`src/design/udpd_pkg.sv`:
```
// Shared types and constants for the UDP port demultiplexer table.
`default_nettype none

package udpd_pkg;

    localparam int SLOT_W = 4;
    localparam int IP_W   = 32;
    localparam int PORT_W = 16;
    localparam int LEN_W  = 16;

    localparam logic [1:0] FN_BIND     = 2'd0;
    localparam logic [1:0] FN_RELEASE  = 2'd1;
    localparam logic [1:0] FN_CLASSIFY = 2'd2;
    localparam logic [1:0] FN_NONE     = 2'd3;

    localparam logic [1:0] ST_OK       = 2'd0;
    localparam logic [1:0] ST_SHORT    = 2'd1;
    localparam logic [1:0] ST_BAD_LEN  = 2'd2;
    localparam logic [1:0] ST_NO_MATCH = 2'd3;

    localparam logic [PORT_W-1:0] EPH_FIRST = 16'd49152;
    localparam logic [PORT_W-1:0] EPH_LAST  = 16'hFFFF;
    localparam logic [LEN_W-1:0]  HDR_BYTES = 16'd8;

    typedef struct packed {
        logic [1:0]        func;
        logic [SLOT_W-1:0] slot;
        logic [IP_W-1:0]   bind_ip;
        logic [PORT_W-1:0] bind_port;
        logic [IP_W-1:0]   dst_ip;
        logic [PORT_W-1:0] dst_port;
        logic [LEN_W-1:0]  buffer_len;
        logic [LEN_W-1:0]  header_len;
    } t_req;

    typedef struct packed {
        logic [1:0]        status;
        logic [PORT_W-1:0] assigned_port;
        logic [SLOT_W-1:0] match_slot;
        logic [LEN_W-1:0]  payload_len;
    } t_res;

    // request token walking the slot chain
    typedef struct packed {
        logic              valid;
        logic [1:0]        op;
        logic [SLOT_W-1:0] slot;
        logic [IP_W-1:0]   ip;
        logic [PORT_W-1:0] port;
        logic              found;
        logic [SLOT_W-1:0] match;
    } t_tok;

endpackage

`default_nettype wire

```
`src/design/udpd_cell.sv`:
```
// One socket slot of the demux chain: holds the binding and passes the token on.
`default_nettype none

module udpd_cell #(
    parameter int IDX = 0
) (
    input  wire                  i_clk,
    input  wire                  i_rst_n,
    input  wire udpd_pkg::t_tok  i_tok,
    output udpd_pkg::t_tok       o_tok
);

    logic                         r_bound;
    logic [udpd_pkg::IP_W-1:0]    r_addr;
    logic [udpd_pkg::PORT_W-1:0]  r_port;
    udpd_pkg::t_tok               r_tok;
    udpd_pkg::t_tok               n_tok;
    logic                         w_sel;
    logic                         w_hit;

    assign w_sel = (IDX < (1 << udpd_pkg::SLOT_W)) &&
                   (i_tok.slot == udpd_pkg::SLOT_W'(IDX));
    assign w_hit = r_bound && (r_port == i_tok.port) &&
                   ((r_addr == '0) || (r_addr == i_tok.ip));

    always_ff @(posedge i_clk) begin
        if (!i_rst_n) begin
            r_bound <= 1'b0;
        end else if (i_tok.valid && w_sel) begin
            unique case (i_tok.op)
                udpd_pkg::FN_BIND:    r_bound <= 1'b1;
                udpd_pkg::FN_RELEASE: r_bound <= 1'b0;
                default:              r_bound <= r_bound;
            endcase
        end
    end

    always_ff @(posedge i_clk) begin
        if (i_tok.valid && w_sel) begin
            unique case (i_tok.op)
                udpd_pkg::FN_BIND: begin
                    r_addr <= i_tok.ip;
                    r_port <= i_tok.port;
                end
                udpd_pkg::FN_RELEASE: begin
                    r_addr <= '0;
                    r_port <= '0;
                end
                default: begin
                    r_addr <= r_addr;
                    r_port <= r_port;
                end
            endcase
        end
    end

    always_comb begin
        n_tok = i_tok;
        if ((i_tok.op == udpd_pkg::FN_CLASSIFY) && !i_tok.found && w_hit) begin
            n_tok.found = 1'b1;
            n_tok.match = udpd_pkg::SLOT_W'(IDX);
        end
    end

    always_ff @(posedge i_clk) begin
        if (!i_rst_n) begin
            r_tok.valid <= 1'b0;
        end else begin
            r_tok.valid <= i_tok.valid;
        end
        r_tok.op    <= n_tok.op;
        r_tok.slot  <= n_tok.slot;
        r_tok.ip    <= n_tok.ip;
        r_tok.port  <= n_tok.port;
        r_tok.found <= n_tok.found;
        r_tok.match <= n_tok.match;
    end

    assign o_tok = r_tok;

endmodule

`default_nettype wire

```
`src/design/udp_port_demux_table.sv`:
```
// Top level of the UDP port demultiplexer table: request entry, slot chain, result staging.
`default_nettype none

// Each request (bind, release or classify) enters a chain of SLOT_COUNT slot
// cells and moves one cell per clock; the lowest bound slot that matches the
// destination port and address claims a classify request. One request is in
// the slot chain at a time. Its result passes from the entry register through
// each cell to a staging register and then to the output register, which it
// enters only once the output is free.
// The next request is taken as soon as the previous result reaches the output
// register, even while that result still waits. Ephemeral ports start at
// 49152 and wrap back to 49152 after 65535.
module udp_port_demux_table #(
    parameter int SLOT_COUNT = 16
) (
    input  wire                  i_clk,
    input  wire                  i_rst_n,
    input  wire                  i_req_valid,
    output logic                 o_req_ready,
    input  wire udpd_pkg::t_req  i_req,
    output logic                 o_res_valid,
    input  wire                  i_res_ready,
    output udpd_pkg::t_res       o_res
);

    udpd_pkg::t_tok               w_tok [SLOT_COUNT+1];
    udpd_pkg::t_tok               r_tok;
    udpd_pkg::t_tok               n_tok;
    logic [SLOT_COUNT-1:0]        w_tok_v;

    logic                         r_busy;
    logic [udpd_pkg::PORT_W-1:0]  r_eph;
    logic [1:0]                   r_pre_status;
    logic [udpd_pkg::PORT_W-1:0]  r_assigned;
    logic [udpd_pkg::LEN_W-1:0]   r_payload;
    logic                         r_search;
    logic                         r_pend_v;
    udpd_pkg::t_res               r_pend;
    logic                         r_out_v;
    udpd_pkg::t_res               r_out;

    logic                         w_acc;
    logic                         w_slot_ok;
    logic                         w_take_eph;
    logic [udpd_pkg::PORT_W-1:0]  w_bport;
    logic [1:0]                   n_pre_status;
    logic                         w_len_ok;
    logic                         w_move;
    udpd_pkg::t_tok               w_exit;

    assign w_acc       = i_req_valid && o_req_ready;
    assign o_req_ready = !r_busy;
    assign w_slot_ok   = (32'(i_req.slot) < SLOT_COUNT);
    assign w_take_eph  = (i_req.func == udpd_pkg::FN_BIND) && w_slot_ok &&
                         (i_req.bind_port == '0);
    assign w_bport     = (i_req.bind_port == '0) ? r_eph : i_req.bind_port;

    always_comb begin
        n_pre_status = udpd_pkg::ST_OK;
        if (i_req.func == udpd_pkg::FN_CLASSIFY) begin
            if (i_req.buffer_len < udpd_pkg::HDR_BYTES) begin
                n_pre_status = udpd_pkg::ST_SHORT;
            end else if ((i_req.header_len < udpd_pkg::HDR_BYTES) ||
                         (i_req.header_len > i_req.buffer_len)) begin
                n_pre_status = udpd_pkg::ST_BAD_LEN;
            end
        end
    end

    assign w_len_ok = (n_pre_status == udpd_pkg::ST_OK);

    always_comb begin
        n_tok       = r_tok;
        n_tok.valid = w_acc;
        if (w_acc) begin
            n_tok.op    = i_req.func;
            n_tok.slot  = i_req.slot;
            n_tok.found = 1'b0;
            n_tok.match = '0;
            if (i_req.func == udpd_pkg::FN_CLASSIFY) begin
                n_tok.ip   = i_req.dst_ip;
                n_tok.port = i_req.dst_port;
                if (!w_len_ok) begin
                    n_tok.op = udpd_pkg::FN_NONE;
                end
            end else begin
                n_tok.ip   = i_req.bind_ip;
                n_tok.port = w_bport;
            end
        end
    end

    always_ff @(posedge i_clk) begin
        if (!i_rst_n) begin
            r_tok.valid <= 1'b0;
        end else begin
            r_tok.valid <= n_tok.valid;
        end
        r_tok.op    <= n_tok.op;
        r_tok.slot  <= n_tok.slot;
        r_tok.ip    <= n_tok.ip;
        r_tok.port  <= n_tok.port;
        r_tok.found <= n_tok.found;
        r_tok.match <= n_tok.match;
    end

    always_ff @(posedge i_clk) begin
        if (!i_rst_n) begin
            r_eph <= udpd_pkg::EPH_FIRST;
        end else if (w_acc && w_take_eph) begin
            r_eph <= (r_eph == udpd_pkg::EPH_LAST) ? udpd_pkg::EPH_FIRST
                                                  : r_eph + 16'd1;
        end
    end

    always_ff @(posedge i_clk) begin
        if (w_acc) begin
            r_pre_status <= n_pre_status;
            r_assigned   <= ((i_req.func == udpd_pkg::FN_BIND) && w_slot_ok) ?
                            w_bport : '0;
            r_payload    <= i_req.header_len - udpd_pkg::HDR_BYTES;
            r_search     <= (i_req.func == udpd_pkg::FN_CLASSIFY) && w_len_ok;
        end
    end

    assign w_tok[0] = r_tok;

    for (genvar g = 0; g < SLOT_COUNT; g++) begin : g_cell
        udpd_cell #(
            .IDX (g)
        ) u_cell (
            .i_clk   (i_clk),
            .i_rst_n (i_rst_n),
            .i_tok   (w_tok[g]),
            .o_tok   (w_tok[g+1])
        );
        assign w_tok_v[g] = w_tok[g+1].valid;
    end

    assign w_exit = w_tok[SLOT_COUNT];
    assign w_move = r_pend_v && (!r_out_v || i_res_ready);

    always_ff @(posedge i_clk) begin
        if (w_exit.valid) begin
            r_pend.assigned_port <= r_assigned;
            if (r_search) begin
                r_pend.status      <= w_exit.found ? udpd_pkg::ST_OK
                                                   : udpd_pkg::ST_NO_MATCH;
                r_pend.match_slot  <= w_exit.found ? w_exit.match : '0;
                r_pend.payload_len <= w_exit.found ? r_payload : '0;
            end else begin
                r_pend.status      <= r_pre_status;
                r_pend.match_slot  <= '0;
                r_pend.payload_len <= '0;
            end
        end
        if (w_move) begin
            r_out <= r_pend;
        end
    end

    always_ff @(posedge i_clk) begin
        if (!i_rst_n) begin
            r_busy   <= 1'b0;
            r_pend_v <= 1'b0;
            r_out_v  <= 1'b0;
        end else begin
            if (w_acc) begin
                r_busy <= 1'b1;
            end else if (w_move) begin
                r_busy <= 1'b0;
            end
            if (w_exit.valid) begin
                r_pend_v <= 1'b1;
            end else if (w_move) begin
                r_pend_v <= 1'b0;
            end
            if (w_move) begin
                r_out_v <= 1'b1;
            end else if (i_res_ready) begin
                r_out_v <= 1'b0;
            end
        end
    end

    assign o_res_valid = r_out_v;
    assign o_res       = r_out;

    a_one_token: assert property (@(posedge i_clk) disable iff (!i_rst_n)
        $onehot0({w_tok_v, r_tok.valid}))
        else $error("more than one request in the slot chain");

    a_token_busy: assert property (@(posedge i_clk) disable iff (!i_rst_n)
        (r_tok.valid || w_exit.valid || r_pend_v) |-> r_busy)
        else $error("request in flight while table reports idle");

    a_eph_range: assert property (@(posedge i_clk) disable iff (!i_rst_n)
        r_eph[15:14] == 2'b11)
        else $error("ephemeral counter left its range");

    a_exit_free: assert property (@(posedge i_clk) disable iff (!i_rst_n)
        w_exit.valid |-> !r_pend_v)
        else $error("chain result overwrites a staged result");

endmodule

`default_nettype wire
```
`config.mk`:
```
export PLATFORM = sky130hd
export DESIGN_NAME = udp_port_demux_table
export DESIGN_NICKNAME = d
export VERILOG_FILES = /design/src/design/udpd_pkg.sv /design/src/design/udpd_cell.sv /design/src/design/udp_port_demux_table.sv
export SDC_FILE = /design/constraint.sdc
export NUM_CORES = 2
export LEC_CHECK = 0
export ABC_CLOCK_PERIOD_IN_PS = 7700
export BUFFER_PORTS_ARGS = -buffer_cell sky130_fd_sc_hd__clkbuf_2
export CORE_UTILIZATION = 60
export CTS_CLUSTER_DIAMETER = 60
export DETAILED_ROUTE_END_ITERATION = 6
export PLACE_DENSITY = 0.84
export RECOVER_POWER = 50
export SYNTH_ARGS = -nofsm -noshare
export SYNTH_HDL_FRONTEND = slang
export SYNTH_SLANG_ARGS = --single-unit
```
`constraint.sdc`:
```
create_clock -name i_clk -period 7.7 [get_ports i_clk]
set_input_delay 0.77 -clock i_clk [delete_from_list [all_inputs] [get_ports i_clk]]
set_output_delay 0.77 -clock i_clk [all_outputs]
set_load 0.01 [all_outputs]
```
# After elaboration in Yosys (flattened, before gate mapping)
# Cells that the tools add are included.
[word_totals]
wordCells = 516
inputBits = 138
out_inout_bits = 40
ff_bits = 1860
[op_classes]
n_eq_ne = 81
magnitude_cmp = 3
addsub = 2
reduce_logical = 191
muxes = 63
[op_table]
columns = ["cell", "n"]
rows = [
  ["case mux 32 bit (2 select lines)", 16],
  ["== test 32 bit", 16],
  ["logical NOT 32 bit", 16],
  ["case mux 16 bit (2 select lines)", 16],
  ["== test 16 bit", 16],
  ["logical AND 1 bit", 84],
  ["two-way mux 48 bit", 1],
  ["nonzero test 2 bit", 19],
  ["logical NOT 2 bit", 18],
  ["== test 2 bit, second input constant", 17],
  ["AND reduction 2 bit", 17],
  ["== test 2 x 1 -> 1 bit, second input constant", 16],
  ["== test 4 bit, second input constant", 8],
  ["less-than comparator 16 x 4 -> 1 bit, second input constant", 2],
  ["two-way mux 16 bit", 2],
  ["case mux 1 bit (2 select lines)", 16],
  ["logical OR 1 bit", 18],
  ["logical NOT 1 bit", 17],
  ["adder 16 x 1 -> 16 bit, second input constant", 1],
  ["== test 16 bit, second input constant", 1],
  ["== test 4 x 3 -> 1 bit, second input constant", 4],
  ["> comparator 16 bit", 1],
  ["logical NOT 16 bit", 1],
  ["subtractor 16 x 4 -> 16 bit, second input constant", 1],
  ["other kinds (5)", 16],
]

# Longest topological paths before layout
[logic_depth]
word_depth = 8
ltp_mapped = 7
depth_no_buf = 7

# Modules after synthesis
# Synthesis repeated with hierarchy kept, for this count alone.
[unflattened]
cells_unflattened = 4728
area_unflattened_um2 = 66801.6
[modules_own_cells]
columns = ["mod", "instances", "cells_per_inst", "seq_area_each_um2", "area_each_um2"]
rows = [
  ["udpd_cell (g_cell[10].u_cell ...)", 5, 258, 2662.6, 3697.3],
  ["udp_port_demux_table", 1, 595, 5355.1, 7519.7],
  ["udpd_cell (g_cell[11].u_cell ...)", 2, 257, 2662.6, 3716.1],
  ["udpd_cell (g_cell[13].u_cell ...)", 2, 257, 2662.6, 3711.1],
  ["udpd_cell (g_cell[1].u_cell ...)", 2, 260, 2662.6, 3702.3],
  ["udpd_cell (g_cell[4].u_cell ...)", 2, 260, 2662.6, 3698.5],
  ["udpd_cell (g_cell[0].u_cell)", 1, 261, 2662.6, 3724.8],
  ["udpd_cell (g_cell[15].u_cell)", 1, 256, 2662.6, 3707.3],
  ["udpd_cell (g_cell[3].u_cell)", 1, 258, 2662.6, 3707.3],
]

# Worst setup path before layout
# No wires, ideal clock.
[synth_timing]
path_kind = "input port to flip-flop"
start = "in i_req_valid"
end = "reg r_assigned[0] (netlist name) (enable)"
stages = 1
path_slack_ns = 2.480
setup_ns = 0.548
required_ns = 7.152
arrival_time_ns = 4.672
path_buffers = 0
path_cell_list = "nor2b_1"
[synth_between]
elab_chain_cells = 1
[synth_rtl]
columns = ["element", "line", "source"]
rows = [
  ["from (decl)", "udp_port_demux_table.sv:18", "input wire i_req_valid,"],
  ["logical AND 1 bit", "udp_port_demux_table.sv:51", "assign w_acc = i_req_valid && o_req_ready;"],
  ["to (signal assigned)", "udp_port_demux_table.sv:119", "r_assigned <= ((i_req.func == udpd_pkg::FN_BIND) && w_slot_ok) ?"],
  ["to (decl)", "udp_port_demux_table.sv:34", "logic [udpd_pkg::PORT_W-1:0] r_assigned;"],
]
# Every way passes these cells.
# A chain may end at the register's enable or synchronous reset.

# Worst setup path in the final report
[layout_timing]
start = "reg r_busy"
end = "reg r_tok[56] (netlist name) (enable)"
[layout_between]
elab_chain_cells = 2
[layout_rtl]
columns = ["element", "line", "source"]
rows = [
  ["from (decl)", "udp_port_demux_table.sv:31", "logic r_busy;"],
  ["from (signal assigned)", "udp_port_demux_table.sv:164", "r_busy <= 1'b0;"],
  ["from (signal assigned)", "udp_port_demux_table.sv:169", "r_busy <= 1'b1;"],
  ["from (signal assigned)", "udp_port_demux_table.sv:171", "r_busy <= 1'b0;"],
  ["logical NOT 1 bit", "udp_port_demux_table.sv:52", "assign o_req_ready = !r_busy;"],
  ["logical AND 1 bit", "udp_port_demux_table.sv:51", ""],
  ["net w_acc", "udp_port_demux_table.sv:42", "logic w_acc;"],
  ["to (decl)", "udp_port_demux_table.sv:27", "udpd_pkg::t_tok r_tok;"],
]
# The timed path passes the listed nets, and every way through them passes these cells.

==> flow_summary.yaml <==
setup_path:
  worstReg2RegEnd: "r_tok[56]"
  crit_path_end_kind: "flop"
  worstSetupPathType: "flop to flop"
  crit_fanout: 70
  r2r_cells: 2
  arrival_ns: 3.44
  ff2ff_setup_slack_ns: 4.65
  startpoint: "r_busy"
  r2r-start: "r_busy"
  crit_end: "r_tok[56]"
  start_kind: "flop"
  critPathRequiredTime_ns: 8.08
clock_tree:
  clockRootBuffer: "clkbuf_16"
  ctsHoldBuffers: 0
  cts_tree: "built"
  h-tree-depth: 4
  clk_pin_slew_ns: 0.06
  clk_latency_ns: 0.78
  cts_resized: 0
  cts_buffers: 169
  post_cts_buffers: 0
  clkSinkCount: 1860
  cts_buffer_depth: 3
yosys:
  syn-num-nets: 4748
  ys_warn_count: 0
  synth.ff_latch_count: 1860
  syn_inst: 4592
  synth-edff-count: 933
  syn_area_per_cell_sq_um: 14.1
  synth_area_sq_um: 64900
  ys_seq_area_share_pct: 71.7
  synthFlopType: "edfxtp_1"
  synth_cell_type_count: 53
  async_reset_ff_share_pct: 0
layout:
  fillers: 6813
  nNetsFinal: 5020
  mostFrequentLayoutCell: "edfxtp_1"
  layout_common_cells: "933 x edfxtp_1, 926 x dfxtp_1, 550 x xnor2_1"
  area_delta_synth_final_pct: 12.8
  drive_above_1_share_pct: 9.76
  multi_input_area_sq_um: 17900
  ff_latch_area_sq_um: 46600
  antenna-diode-count: 0
timing:
  finalClockSkew_ns: 0.0341
  fin_crit_sh_pct: 39.6
  hold_viol_final: 0
  final.min_clock_period_ns: 3.05
  fmax_ghz: 0.328
  rsz0062_at_grt: "false"
  finalSetupTns_ns: 0
  setup_violations: 0
  max_slew_margin_pct: -23.6
  tightest_slew_ns: 1.85
  slew_violations: 569
detailed_routing:
  ant_nets: 0
  wl_per_cell_um: 20.4
  firstDrtPassIters: 5
  avgViaCountPerCell: 5.54
  drc: 0
  vias: 35500
  drt_iter0_markers: 2769
  finalWirelength_mm: 131
grt:
  gr-usage-all-layers_pct: 23.8
  gr-total-overflow: 0
  grt_pass1_wl_mm: 202
  antenna_found_initial: 0
  grt_start_max_net_pins: 71
  grt_pass1_vias: 36400
floorplan:
  num_rows: 120
  die_x_um: 331
  initial_core_util_pct: 60.6
  io_pins: 178
  fp.coreArea_sq_um: 107000
  die_area_sq_um: 110000
  die_h_um: 331
place:
  place.gp.congestion: 0.913
  io_buffers: 177
  hpwlAfterDp_mm: 88.9
min_path:
  holdCritStartpoint: "i_req[131]"
  hp-class: "input port to flop"
power_and_ir_drop:
  vdd_drop_max_mv: 0.272
  p_per_area_nw_per_um2: 277
  finalPower_mw: 20.3
  p_leak_nw: 25.5
status:
  violations: "max-capacitance violations, max-slew violations"
  status: "complete, but fails checks"
run:
  drv_cap: 12
routing by layer:
| layer | GRT usage, % | wire length, um | part of all wire (%) |
|---|---|---|---|
| met1 | 28.6 | 51300 | 39 |
| met2 | 42.8 | 68700 | 53 |
| met3 | 3.67 | 5850 | 4.5 |
| met4 | 9.41 | 4630 | 3.5 |
| met5 | 0 | 0 | 0 |
cell families after synthesis:
kind of cell	count (synthesis)	synth area share, %
buffers and inverters	146	0.869
AO/OA/AOI/OAI	127	1.42
flip-flops	1860	71.7
AND/OR/NAND/NOR	1633	14.7
XOR/XNOR	792	10.7
adder cells (fa/ha/maj)	18	0.347
multiplexers	16	0.247
worst min-delay path by stage:
stage | end | cells past startpoint | slack [ns]
4_1_cts | r_tok[56] | 1 | 0.15
6_report | r_tok[56] | 1 | 0.19
3_3_place_gp | g_cell[7].u_cell.o_tok[56] | 0 | 0.33
5_1_grt | r_tok[56] | 1 | 0.17
2_1_floorplan | g_cell[10].u_cell.o_tok[55] | 0 | 0.32
3_5_place_dp | g_cell[3].u_cell.o_tok[53] | 0 | 0.33
state kept, by name (all words and copies together), names as in the netlist, 2 cells and up:
| register | cells |
|---|---|
| g_cell.u_cell.r_addr | 512 |
| r_tok | 55 |
| r_assigned | 16 |
| g_cell.u_cell.r_port | 256 |
| o_res | 38 |
| g_cell.u_cell.r_bound | 16 |
| g_cell.u_cell.o_tok | 891 |
| r_payload | 16 |
| r_eph | 16 |
| r_pend | 38 |
| r_pre_status | 2 |
stage by stage:
step                hold WS, ns  area [sq um]  setup slack (ns)  util, %  std cells
global placement          0.326         67500              4.61     62.9       6096
floorplan                 0.322         64900              2.48        -       4592
CTS                       0.152         73300              5.34     68.3       6414
finish                    0.194         73200              4.65     68.3       6414
global route              0.166         73200              4.54     68.3       6414
detailed placement        0.330         67500              4.56     62.9       6096
worst max-delay path, stage by stage, from the launching register on:
cell     delay (ns)
dfxtp_1        0.37
nor2b_1        1.33
buf_4          0.90
cell usage after synthesis, types with 40 or more instances:
cell type	n	share of area (%)
a21oi_1	41	0.32
a2bb2oi_1	40	0.54
and2_1	789	7.6
clkbuf_1	102	0.59
dfxtp_1	927	29
edfxtp_1	933	43
nand2_1	140	0.81
nand4_1	173	1.7
nor2_1	137	0.79
nor3_1	42	0.32
nor4_1	235	2.3
xnor2_1	550	7.4
xor2_1	242	3.3
power breakdown:
| group | internal [mW] | leakage [nW] | total, mW | switching, mW |
|---|---|---|---|---|
| logic | 0.340 | 6.32 | 0.668 | 0.328 |
| registers | 10.7 | 16.3 | 11.0 | 0.324 |
| clock network | 4.92 | 2.86 | 8.55 | 3.64 |
layout make-up:
| class | count | share of cell area, % |
|---|---|---|
| flip-flops and latches | 1860 | 63.6 |
| multi-input cells | 2586 | 24.4 |
| clock buffers | 237 | 6.73 |
| well taps | 1403 | 2.40 |
| repair buffers | 208 | 1.45 |
| clock inverters | 81 | 1.18 |
| inverters | 39 | 0.200 |
Note: power is estimated with default switching activity, not from simulation.
